[config.mk]
export PLATFORM = sky130hd
export DESIGN_NAME = view_angle_to_basis_top
export DESIGN_NICKNAME = d
export VERILOG_FILES = /design/src/rtl/vab_pkg.sv /design/src/rtl/view_angle_to_basis_top.sv /design/src/rtl/vab_cordic.sv
export SDC_FILE = /design/constraint.sdc
export NUM_CORES = 2
export LEC_CHECK = 0
export BUFFER_PORTS_ARGS = -buffer_cell sky130_fd_sc_hd__buf_4
export CAP_MARGIN = 20
export CORE_UTILIZATION = 30
export DETAILED_ROUTE_END_ITERATION = 16
export PLACE_DENSITY_LB_ADDON = 0.2
export SYNTH_ARGS = -nofsm -noshare
export SYNTH_HDL_FRONTEND = slang
export SYNTH_SLANG_ARGS = --single-unit
[constraint.sdc]
create_clock -name clock -period 11.37 [get_ports clock]
set_input_delay 0.5685 -clock clock [delete_from_list [all_inputs] [get_ports clock]]
set_output_delay 0.5685 -clock clock [all_outputs]
set_load 0.02 [all_outputs]
[src/rtl/vab_pkg.sv]
// shared constants, tables and types for the view angle to basis block
package vab_pkg;

   // default build options
   localparam int CORDIC_STEPS_DEF  = 16;
   localparam int OUT_FRAC_BITS_DEF = 14;
   localparam int CORDIC_MAX_STEPS  = 24;

   // angle units: 1/64 degree, full turn
   localparam int FULL_TURN = 23040;

   // configuration register indexes
   localparam logic [1:0] REG_DEAD_ZONE   = 2'd0;
   localparam logic [1:0] REG_TURN_GAIN   = 2'd1;
   localparam logic [1:0] REG_PITCH_LIMIT = 2'd2;

   // configuration reset values
   localparam logic [14:0] DEAD_ZONE_RST   = 15'd5243;
   localparam logic [14:0] TURN_GAIN_RST   = 15'd320;
   localparam logic [12:0] PITCH_LIMIT_RST = 13'd2880;

   // cordic datapath: x and y in q2.30, z a 32 bit binary angle, with headroom
   localparam int CW = 34;
   localparam logic signed [CW-1:0] CORDIC_X0 = 34'sd652032874;

   typedef logic signed [31:0] trig_type;

   typedef struct packed {
      trig_type sin_val;
      trig_type cos_val;
   } cordic_res_type;

   // arctangent of 2^-i as a 32 bit binary angle
   localparam logic [29:0] ATAN_TAB [CORDIC_MAX_STEPS] = '{
      30'd536870912, 30'd316933406, 30'd167458907, 30'd85004756, 30'd42667331,
      30'd21354465, 30'd10679838, 30'd5340245, 30'd2670163, 30'd1335087,
      30'd667544, 30'd333772, 30'd166886, 30'd83443, 30'd41722, 30'd20861,
      30'd10430, 30'd5215, 30'd2608, 30'd1304, 30'd652, 30'd326, 30'd163,
      30'd81
   };

   // reciprocal of 45 scaled by 2^20, rounded up
   localparam logic [14:0] RECIP45 = 15'd23302;

   // low 23 bits of the binary angle for each residue of r mod 45
   localparam longint BAM_ONE = 64'd8388608;
   localparam logic [22:0] FRAC_TAB [45] = '{
      23'((0*BAM_ONE+22)/45),  23'((1*BAM_ONE+22)/45),  23'((2*BAM_ONE+22)/45),
      23'((3*BAM_ONE+22)/45),  23'((4*BAM_ONE+22)/45),  23'((5*BAM_ONE+22)/45),
      23'((6*BAM_ONE+22)/45),  23'((7*BAM_ONE+22)/45),  23'((8*BAM_ONE+22)/45),
      23'((9*BAM_ONE+22)/45),  23'((10*BAM_ONE+22)/45), 23'((11*BAM_ONE+22)/45),
      23'((12*BAM_ONE+22)/45), 23'((13*BAM_ONE+22)/45), 23'((14*BAM_ONE+22)/45),
      23'((15*BAM_ONE+22)/45), 23'((16*BAM_ONE+22)/45), 23'((17*BAM_ONE+22)/45),
      23'((18*BAM_ONE+22)/45), 23'((19*BAM_ONE+22)/45), 23'((20*BAM_ONE+22)/45),
      23'((21*BAM_ONE+22)/45), 23'((22*BAM_ONE+22)/45), 23'((23*BAM_ONE+22)/45),
      23'((24*BAM_ONE+22)/45), 23'((25*BAM_ONE+22)/45), 23'((26*BAM_ONE+22)/45),
      23'((27*BAM_ONE+22)/45), 23'((28*BAM_ONE+22)/45), 23'((29*BAM_ONE+22)/45),
      23'((30*BAM_ONE+22)/45), 23'((31*BAM_ONE+22)/45), 23'((32*BAM_ONE+22)/45),
      23'((33*BAM_ONE+22)/45), 23'((34*BAM_ONE+22)/45), 23'((35*BAM_ONE+22)/45),
      23'((36*BAM_ONE+22)/45), 23'((37*BAM_ONE+22)/45), 23'((38*BAM_ONE+22)/45),
      23'((39*BAM_ONE+22)/45), 23'((40*BAM_ONE+22)/45), 23'((41*BAM_ONE+22)/45),
      23'((42*BAM_ONE+22)/45), 23'((43*BAM_ONE+22)/45), 23'((44*BAM_ONE+22)/45)
   };

endpackage

[src/rtl/view_angle_to_basis_top.sv]
// view angle update and left, up, forward basis generation
//
//  channel | ports                    | direction | moves
//  req     | req_valid/req_stall      | in        | one stick tick (two axes)
//  rsp     | rsp_valid/rsp_stall      | out       | angles and nine basis terms
//  csr     | csr_write/index/data     | in        | one register write
//
// an item passes through two angle steps (yaw, then pitch, with a yaw wrap when the
// horizontal axis is active), two cordic passes and four products before the result load.
// req_stall is high from the transfer until the result is loaded into the
// output register; a held result only delays that load.
// reset is synchronous; it clears angles and control state and sets the configuration registers to their reset values.
module view_angle_to_basis_top #(
   parameter int CORDIC_STEPS  = vab_pkg::CORDIC_STEPS_DEF,
   parameter int OUT_FRAC_BITS = vab_pkg::OUT_FRAC_BITS_DEF
) (
   input  logic               clock,
   input  logic               reset,
   input  logic               req_valid,
   output logic               req_stall,
   input  logic signed [15:0] req_horizontal_axis,
   input  logic signed [15:0] req_vertical_axis,
   output logic               rsp_valid,
   input  logic               rsp_stall,
   output logic [14:0]        rsp_yaw_now,
   output logic signed [13:0] rsp_pitch_now,
   output logic signed [15:0] rsp_left_x,
   output logic signed [15:0] rsp_left_y,
   output logic signed [15:0] rsp_left_z,
   output logic signed [15:0] rsp_up_x,
   output logic signed [15:0] rsp_up_y,
   output logic signed [15:0] rsp_up_z,
   output logic signed [15:0] rsp_forward_x,
   output logic signed [15:0] rsp_forward_y,
   output logic signed [15:0] rsp_forward_z,
   input  logic               csr_write,
   input  logic [1:0]         csr_index,
   input  logic [14:0]        csr_data
);
   import vab_pkg::*;

   localparam logic [3:0] ST_IDLE  = 4'd0;
   localparam logic [3:0] ST_MUL_H = 4'd1;
   localparam logic [3:0] ST_ADD_H = 4'd2;
   localparam logic [3:0] ST_WRAP  = 4'd3;
   localparam logic [3:0] ST_MUL_V = 4'd4;
   localparam logic [3:0] ST_ADD_V = 4'd5;
   localparam logic [3:0] ST_RECIP = 4'd6;
   localparam logic [3:0] ST_START = 4'd7;
   localparam logic [3:0] ST_CORD  = 4'd8;
   localparam logic [3:0] ST_PMUL  = 4'd9;
   localparam logic [3:0] ST_PRND  = 4'd10;
   localparam logic [3:0] ST_SEND  = 4'd11;

   localparam int SH30 = 30 - OUT_FRAC_BITS;
   localparam int SH60 = 60 - OUT_FRAC_BITS;
   localparam logic signed [63:0] HALF30 = 64'sd1 <<< (SH30 - 1);
   localparam logic signed [63:0] HALF60 = 64'sd1 <<< (SH60 - 1);
   localparam logic signed [63:0] LIM    = 64'sd1 <<< OUT_FRAC_BITS;
   localparam logic signed [63:0] SAT_HI = (LIM > 64'sd32767) ? 64'sd32767 : LIM;
   localparam logic signed [63:0] SAT_LO = (LIM > 64'sd32768) ? -64'sd32768 : -LIM;
   localparam logic signed [17:0] TURN18 = 18'sd23040;

   // round half up, then saturate to the output range
   function automatic logic [15:0] round_out(input logic signed [63:0] v,
                                             input logic wide_frac);
      logic signed [63:0] sum;
      logic signed [63:0] r;
      sum = v + (wide_frac ? HALF60 : HALF30);
      r   = wide_frac ? (sum >>> SH60) : (sum >>> SH30);
      if (r > SAT_HI) r = SAT_HI;
      if (r < SAT_LO) r = SAT_LO;
      return r[15:0];
   endfunction

   logic [3:0] state_ff, state_in;
   logic [14:0] dead_zone_ff, turn_gain_ff;
   logic [12:0] pitch_limit_ff;
   logic [14:0] yaw_ff, yaw_in;
   logic signed [13:0] pitch_ff, pitch_in;
   logic signed [15:0] h_ff, v_ff;
   logic h_act_ff, v_act_ff;
   logic signed [17:0] wrap_ff, wrap_in;
   logic sel_pitch_ff, sel_pitch_in;
   logic neg_ff, neg_in;
   logic [1:0] k_ff, k_in;
   trig_type sx_ff, cx_ff, sy_ff, cy_ff;
   logic signed [15:0] pv_ff [4];
   logic signed [63:0] prod_ff, prod_in;
   logic signed [31:0] mul_a, mul_b;
   logic rsp_valid_ff, rsp_valid_in;
   logic [14:0] o_yaw_ff;
   logic signed [13:0] o_pitch_ff;
   logic signed [15:0] o_left_x_ff, o_left_y_ff, o_left_z_ff;
   logic signed [15:0] o_up_y_ff, o_up_z_ff;
   logic signed [15:0] o_fwd_x_ff, o_fwd_y_ff, o_fwd_z_ff;

   logic req_xfer, load_out;
   logic [16:0] h_abs, v_abs;
   logic signed [63:0] rnd;
   logic signed [17:0] delta, pitch_sum, lim18;
   logic [14:0] ang_r, a45;
   logic [8:0] quo;
   logic [14:0] rem_full;
   logic [31:0] bam;
   logic fold;
   logic cord_start, cord_done;
   cordic_res_type cord_res;
   trig_type s_fix, c_fix;

   assign req_stall = (state_ff != ST_IDLE);
   assign req_xfer  = req_valid && !req_stall;
   assign load_out  = (state_ff == ST_SEND) && !(rsp_valid_ff && rsp_stall);

   // dead zone test on the raw axes
   assign h_abs = req_horizontal_axis[15] ? 17'(-18'(req_horizontal_axis))
                                          : 17'(req_horizontal_axis);
   assign v_abs = req_vertical_axis[15] ? 17'(-18'(req_vertical_axis))
                                        : 17'(req_vertical_axis);

   // angle step: round(axis * gain / 2^15)
   assign rnd       = prod_ff + 64'sd16384;
   assign delta     = rnd[32:15];
   assign lim18     = 18'(signed'({1'b0, pitch_limit_ff}));
   assign pitch_sum = 18'(pitch_ff) + delta;

   // angle to binary angle: r = 45*a + b, bam = a*2^23 + frac(b)
   assign ang_r = sel_pitch_ff ? (pitch_ff[13] ? 15'(16'(pitch_ff) + 16'(FULL_TURN))
                                               : 15'(pitch_ff))
                               : ((yaw_ff == 15'(FULL_TURN)) ? 15'd0 : yaw_ff);
   assign quo      = prod_ff[28:20];
   assign a45      = (15'(quo) << 5) + (15'(quo) << 3) + (15'(quo) << 2) + 15'(quo);
   assign rem_full = ang_r - a45;
   assign bam      = {quo, FRAC_TAB[rem_full[5:0]]};
   assign fold     = bam[31] ^ bam[30];
   assign cord_start = (state_ff == ST_START);

   assign s_fix = neg_ff ? -cord_res.sin_val : cord_res.sin_val;
   assign c_fix = neg_ff ? -cord_res.cos_val : cord_res.cos_val;

   vab_cordic #(
      .CORDIC_STEPS(CORDIC_STEPS)
   ) u_cordic (
      .clock (clock),
      .reset (reset),
      .start (cord_start),
      .angle (signed'({~fold ^ ~bam[31], bam[30:0]})),
      .done  (cord_done),
      .result(cord_res)
   );

   // shared multiplier operand selection
   always_comb begin
      mul_a = 32'(h_ff);
      mul_b = 32'(signed'({1'b0, turn_gain_ff}));
      unique case (state_ff)
         ST_MUL_V: mul_a = 32'(v_ff);
         ST_RECIP: begin
            mul_a = 32'(signed'({1'b0, ang_r}));
            mul_b = 32'(signed'({1'b0, RECIP45}));
         end
         ST_PMUL: begin
            unique case (k_ff)
               2'd0: begin mul_a = sx_ff;  mul_b = sy_ff; end
               2'd1: begin mul_a = -cx_ff; mul_b = sy_ff; end
               2'd2: begin mul_a = -sx_ff; mul_b = cy_ff; end
               default: begin mul_a = cx_ff; mul_b = cy_ff; end
            endcase
         end
         default: ;
      endcase
      prod_in = mul_a * mul_b;
   end

   // sequencer
   always_comb begin
      state_in     = state_ff;
      yaw_in       = yaw_ff;
      pitch_in     = pitch_ff;
      wrap_in      = wrap_ff;
      sel_pitch_in = sel_pitch_ff;
      neg_in       = neg_ff;
      k_in         = k_ff;
      rsp_valid_in = rsp_valid_ff && rsp_stall;
      unique case (state_ff)
         ST_IDLE: if (req_xfer) state_in = ST_MUL_H;
         ST_MUL_H: state_in = ST_ADD_H;
         ST_ADD_H: begin
            if (h_act_ff) begin
               wrap_in  = 18'(signed'({1'b0, yaw_ff})) + delta;
               state_in = ST_WRAP;
            end else begin
               state_in = ST_MUL_V;
            end
         end
         ST_WRAP: begin
            priority if (wrap_ff > TURN18) wrap_in = wrap_ff - TURN18;
            else if (wrap_ff[17]) wrap_in = wrap_ff + TURN18;
            else begin
               yaw_in   = wrap_ff[14:0];
               state_in = ST_MUL_V;
            end
         end
         ST_MUL_V: state_in = ST_ADD_V;
         ST_ADD_V: begin
            if (v_act_ff) begin
               priority if (pitch_sum > lim18) pitch_in = lim18[13:0];
               else if (pitch_sum < -lim18) pitch_in = 14'(-lim18);
               else pitch_in = pitch_sum[13:0];
            end
            sel_pitch_in = 1'b0;
            state_in     = ST_RECIP;
         end
         ST_RECIP: state_in = ST_START;
         ST_START: begin
            neg_in   = fold;
            state_in = ST_CORD;
         end
         ST_CORD: begin
            if (cord_done) begin
               if (!sel_pitch_ff) begin
                  sel_pitch_in = 1'b1;
                  state_in     = ST_RECIP;
               end else begin
                  k_in     = 2'd0;
                  state_in = ST_PMUL;
               end
            end
         end
         ST_PMUL: state_in = ST_PRND;
         ST_PRND: begin
            k_in     = k_ff + 2'd1;
            state_in = (k_ff == 2'd3) ? ST_SEND : ST_PMUL;
         end
         ST_SEND: begin
            if (load_out) begin
               rsp_valid_in = 1'b1;
               state_in     = ST_IDLE;
            end
         end
         default: state_in = ST_IDLE;
      endcase
   end

   // control and angle state
   always_ff @(posedge clock) begin
      if (reset) begin
         state_ff       <= ST_IDLE;
         yaw_ff         <= '0;
         pitch_ff       <= '0;
         sel_pitch_ff   <= 1'b0;
         neg_ff         <= 1'b0;
         k_ff           <= '0;
         rsp_valid_ff   <= 1'b0;
         dead_zone_ff   <= DEAD_ZONE_RST;
         turn_gain_ff   <= TURN_GAIN_RST;
         pitch_limit_ff <= PITCH_LIMIT_RST;
      end else begin
         state_ff     <= state_in;
         yaw_ff       <= yaw_in;
         pitch_ff     <= pitch_in;
         sel_pitch_ff <= sel_pitch_in;
         neg_ff       <= neg_in;
         k_ff         <= k_in;
         rsp_valid_ff <= rsp_valid_in;
         if (csr_write) begin
            unique case (csr_index)
               REG_DEAD_ZONE:   dead_zone_ff   <= csr_data;
               REG_TURN_GAIN:   turn_gain_ff   <= csr_data;
               REG_PITCH_LIMIT: pitch_limit_ff <= csr_data[12:0];
               default: ;
            endcase
         end
      end
   end

   // payload registers
   always_ff @(posedge clock) begin
      prod_ff <= prod_in;
      wrap_ff <= wrap_in;
      if (req_xfer) begin
         h_ff     <= req_horizontal_axis;
         v_ff     <= req_vertical_axis;
         h_act_ff <= h_abs > 17'(dead_zone_ff);
         v_act_ff <= v_abs > 17'(dead_zone_ff);
      end
      if (state_ff == ST_CORD && cord_done) begin
         if (!sel_pitch_ff) begin
            sx_ff <= s_fix;
            cx_ff <= c_fix;
         end else begin
            sy_ff <= s_fix;
            cy_ff <= c_fix;
         end
      end
      if (state_ff == ST_PRND) pv_ff[k_ff] <= round_out(prod_ff, 1'b1);
      if (load_out) begin
         o_yaw_ff    <= yaw_ff;
         o_pitch_ff  <= pitch_ff;
         o_left_x_ff <= round_out(64'(cy_ff), 1'b0);
         o_left_y_ff <= pv_ff[0];
         o_left_z_ff <= pv_ff[1];
         o_up_y_ff   <= round_out(64'(cx_ff), 1'b0);
         o_up_z_ff   <= round_out(64'(sx_ff), 1'b0);
         o_fwd_x_ff  <= round_out(64'(sy_ff), 1'b0);
         o_fwd_y_ff  <= pv_ff[2];
         o_fwd_z_ff  <= pv_ff[3];
      end
   end

   assign rsp_valid     = rsp_valid_ff;
   assign rsp_yaw_now   = o_yaw_ff;
   assign rsp_pitch_now = o_pitch_ff;
   assign rsp_left_x    = o_left_x_ff;
   assign rsp_left_y    = o_left_y_ff;
   assign rsp_left_z    = o_left_z_ff;
   assign rsp_up_x      = '0;
   assign rsp_up_y      = o_up_y_ff;
   assign rsp_up_z      = o_up_z_ff;
   assign rsp_forward_x = o_fwd_x_ff;
   assign rsp_forward_y = o_fwd_y_ff;
   assign rsp_forward_z = o_fwd_z_ff;

endmodule

[src/rtl/vab_cordic.sv]
// iterative rotation-mode cordic giving sine and cosine of a binary angle
module vab_cordic #(
   parameter int CORDIC_STEPS = vab_pkg::CORDIC_STEPS_DEF
) (
   input  logic                     clock,
   input  logic                     reset,
   input  logic                     start,
   input  logic signed [31:0]       angle,
   output logic                     done,
   output vab_pkg::cordic_res_type  result
);
   import vab_pkg::*;

   localparam int NSTEP = (CORDIC_STEPS > CORDIC_MAX_STEPS) ? CORDIC_MAX_STEPS : CORDIC_STEPS;
   localparam logic [4:0] LAST = 5'(NSTEP - 1);

   logic signed [CW-1:0] x_ff, x_in, y_ff, y_in, z_ff, z_in;
   logic [4:0] i_ff, i_in;
   logic busy_ff, busy_in, done_ff, done_in;
   logic signed [CW-1:0] x_sh, y_sh, atan_v;

   // one micro-rotation per cycle
   always_comb begin
      x_sh   = x_ff >>> i_ff;
      y_sh   = y_ff >>> i_ff;
      atan_v = CW'(signed'({1'b0, ATAN_TAB[i_ff]}));
      x_in    = x_ff;
      y_in    = y_ff;
      z_in    = z_ff;
      i_in    = i_ff;
      busy_in = busy_ff;
      done_in = 1'b0;
      if (start) begin
         x_in    = CORDIC_X0;
         y_in    = '0;
         z_in    = CW'(angle);
         i_in    = '0;
         busy_in = 1'b1;
      end else if (busy_ff) begin
         if (!z_ff[CW-1]) begin
            x_in = x_ff - y_sh;
            y_in = y_ff + x_sh;
            z_in = z_ff - atan_v;
         end else begin
            x_in = x_ff + y_sh;
            y_in = y_ff - x_sh;
            z_in = z_ff + atan_v;
         end
         i_in = i_ff + 5'd1;
         if (i_ff == LAST) begin
            busy_in = 1'b0;
            done_in = 1'b1;
         end
      end
   end

   // control state
   always_ff @(posedge clock) begin
      if (reset) begin
         busy_ff <= 1'b0;
         done_ff <= 1'b0;
         i_ff    <= '0;
      end else begin
         busy_ff <= busy_in;
         done_ff <= done_in;
         i_ff    <= i_in;
      end
   end

   // datapath
   always_ff @(posedge clock) begin
      x_ff <= x_in;
      y_ff <= y_in;
      z_ff <= z_in;
   end

   assign done           = done_ff;
   assign result.sin_val = y_ff[31:0];
   assign result.cos_val = x_ff[31:0];

endmodule

==> results.sh <==
export IMPL_setup_slack_ps=451
export IMPL_synthArstFlopShare=0
export IMPL_vias=65500
export IMPL_core_area_sq_um=266000
export IMPL_setup_viol=0
export IMPL_synth_area_mux_share=0.0401
export IMPL_synthTopCellsByCount="inv_1, nand2_1, fa_1"
export IMPL_synth_warnings=0
export IMPL_worst_slew_pin_slew_ps=1190
export IMPL_fp_dieH_um=520
export IMPL_worstSetupPathType="reg2reg"
export IMPL_grt_max_degree=85
export IMPL_synthAdderAreaFrac=0.338
export IMPL_fmax_ghz=0.0916
export IMPL_hold_viol_final=0
export IMPL_num_rows=189
export IMPL_path_clk_slew_ps=60
export IMPL_hold_class="in2reg"
export IMPL_die_area_sq_um=271000
export IMPL_synth_distinct_cells=102
export IMPL_placed_area_sq_um=87600
export IMPL_clock_skew_ps=62.4
export IMPL_fin_cells=12800
export IMPL_area_growth_pct=12.3
export IMPL_crit_arrival_ps=11560
export IMPL_place_ws_ps=-176
export IMPL_dp_final_hpwl_um=242000
export IMPL_crit_top_cell="fa_1"
export IMPL_worstSetupStartpointType="register"
export IMPL_cts_htree_levels=3
export IMPL_synth_area_leader_cell="fa_1"
export IMPL_cp_max_fo=14
export IMPL_dr_pass1_iters=8
export IMPL_syn_area_per_cell_sq_um=8.97
export IMPL_synth_edff_count=435
export IMPL_reg2reg_to="prod_ff[63]$_DFF_P_"
export IMPL_worst_r2r_setup_slack_ps=450
export IMPL_numPortBuffers=212
export IMPL_drc_errors=0
export IMPL_cts_buffer_depth=3
export IMPL_cts_tree="done"
export IMPL_r2r_cells=43
export IMPL_gp_congestion=0.938
export IMPL_status="completed"
export IMPL_finalCriticalPeriod_ps=10920
export IMPL_antenna_found_initial=16
export IMPL_wl_um=296000
export IMPL_initial_core_util=0.303
export IMPL_rr_startpoint="cx_ff[1]$_DFFE_PP_"
export IMPL_cpMaxStageDelayCell="fa_1"
export IMPL_vias_per_cell=5.13
export IMPL_synthFlopType="edfxtp_1"
export IMPL_synth_top_family_by_area="adder cells"
export IMPL_maxSlewViolCount=0
export IMPL_synthTopCellsByArea="fa_1, edfxtp_1, ha_1"
export IMPL_synth_top_area_share=0.271
export IMPL_overflow=0
export IMPL_max_stage_delay_ps=700
export IMPL_cts_hold_buf=0
export IMPL_track_usage=0.217
export IMPL_yosys_area_share_simple=0.156
export IMPL_fin_area_sq_um=90500
export IMPL_yosysSeqAreaShare=0.210
export IMPL_nNetsFinal=10700
export IMPL_synth_area_sq_um=80600
export IMPL_drt_initial_drc_count=5540
export IMPL_grt_pass1_vias=67100
export IMPL_cts_sinks=629
export IMPL_crit_start="cx_ff[1]$_DFFE_PP_"
export IMPL_dpl_cell_count=12600
export IMPL_grt_pass1_wl_um=441000
export IMPL_numCtsBuffers=79
export IMPL_synth_seq_cells=629
export IMPL_synth_xor_area_frac=0.0535
export IMPL_slew_headroom=0.206
export IMPL_wl_per_cell_um=23.2
export IMPL_layout_drive_gt1_share=0.101
export IMPL_maxCapViolations=0
export IMPL_synth_most_common_cell="inv_1"
export IMPL_clk_latency_ps=760
export IMPL_synth_compound_area_share=0.112
export IMPL_worstPathRequired_ps=12020
export IMPL_fp_dieW_um=520
export IMPL_pin_count=229
export IMPL_endpoint="prod_ff[63]$_DFF_P_"
export IMPL_period_share=0.960
export IMPL_cp_end_kind="register"
export IMPL_syn_inst=8977
export IMPL_postRouteAntennaNets=0
export IMPL_clk_root_buffer_cell="clkbuf_16"
-- cells in the final DEF (no fill, tap or decap), types with 187 or more instances in the layout --
cell type,netlist,routed
a21oi_1,437,429
buf_4,24,550
dfxtp_1,194,187
edfxtp_1,435,435
fa_1,1091,1091
ha_1,429,427
inv_1,1366,1364
nand2_1,1124,1123
nor2_1,908,893
o21ai_0,288,279
xnor2_1,363,362
-- cell families (layout without fill, tap and decap cells) --
kind of cell / count (synthesis) / in the layout
and+or+nand+nor: 2838 / 2838
xor gates and xnor gates: 492 / 492
adders and majority gates: 1521 / 1521
AOI/OAI and AO/OA: 1419 / 1419
muxes: 215 / 215
other: 1 / 24
DFF: 629 / 629
buffers and inverters: 1862 / 2085
-- timing repair --
action,in CTS,in global routing
hold endpoints to repair,0,0
setup endpoints to repair,4,19
pin swaps,0,10
cloned,0,0
buffers inserted,0,2
resized for setup,3,35
-- flip-flops by register name, summed over array words and instances, names as in the netlist, 18 cells and up --
name and cells:
cx_ff 32, u_cordic.z_ff 34, u_cordic.y_ff 34, cy_ff 32, prod_ff 38, sx_ff 32
wrap_ff 18, pv_ff 64, sy_ff 32, u_cordic.x_ff 34
-- critical path: cells and delay by family (launching register included) --
kind | cells | cell delay (ps)
adders and majority gates | 10 | 4810
xor gates and xnor gates | 2 | 210
and+or+nand+nor | 11 | 2030
buffers and inverters | 10 | 1240
DFF | 1 | 420
AOI/OAI and AO/OA | 10 | 2110
-- final cells by class --
| class | instances | area [sq um] |
|---|---|---|
| well taps | 3533 | 4420 |
| fillers | 27500 | 176000 |
| repair buffers | 567 | 4430 |
| clock buffers | 99 | 2160 |
| diodes | 8 | 20.0 |
| flip-flops and latches | 629 | 17000 |
| inverters | 1372 | 5150 |
| clock inverters | 47 | 462 |
| multi-input cells | 6501 | 56900 |
-- worst min-delay path by stage --
stage                                 startpoint                         end  slack, ps  cells after the start
after floorplan            pv_ff[2][0]$_DFFE_PP_  rsp_forward_y[0]$_DFFE_PP_        400                      0
after global placement     pv_ff[2][4]$_DFFE_PP_  rsp_forward_y[4]$_DFFE_PP_        400                      0
after detailed placement   pv_ff[2][2]$_DFFE_PP_  rsp_forward_y[2]$_DFFE_PP_        400                      0
after CTS                 req_horizontal_axis[4]           h_ff[4]$_DFFE_PP_         10                      1
after global routing        req_vertical_axis[2]           v_ff[2]$_DFFE_PP_         40                      1
final                       req_vertical_axis[2]           v_ff[2]$_DFFE_PP_         60                      1
-- metal layers --
layer / GRT usage / share of wire
met5: 0 / 0.00029
met4: 0.0747 / 0.036
met3: 0.0318 / 0.066
met2: 0.352 / 0.46
met1: 0.295 / 0.44
-- per-stage QoR --
step,TNS [ps],util,hold slack (ps)
detailed placement,-418,0.329,405
global route,-17.2,0.340,39.3
finish,0,0.340,64.2
global placement,-373,0.329,402
floorplan,0,-,400
CTS,0,0.339,9.95
Power is not shown: default switching activity piles up to over one toggle a cycle in this logic, so the estimate is an artifact.
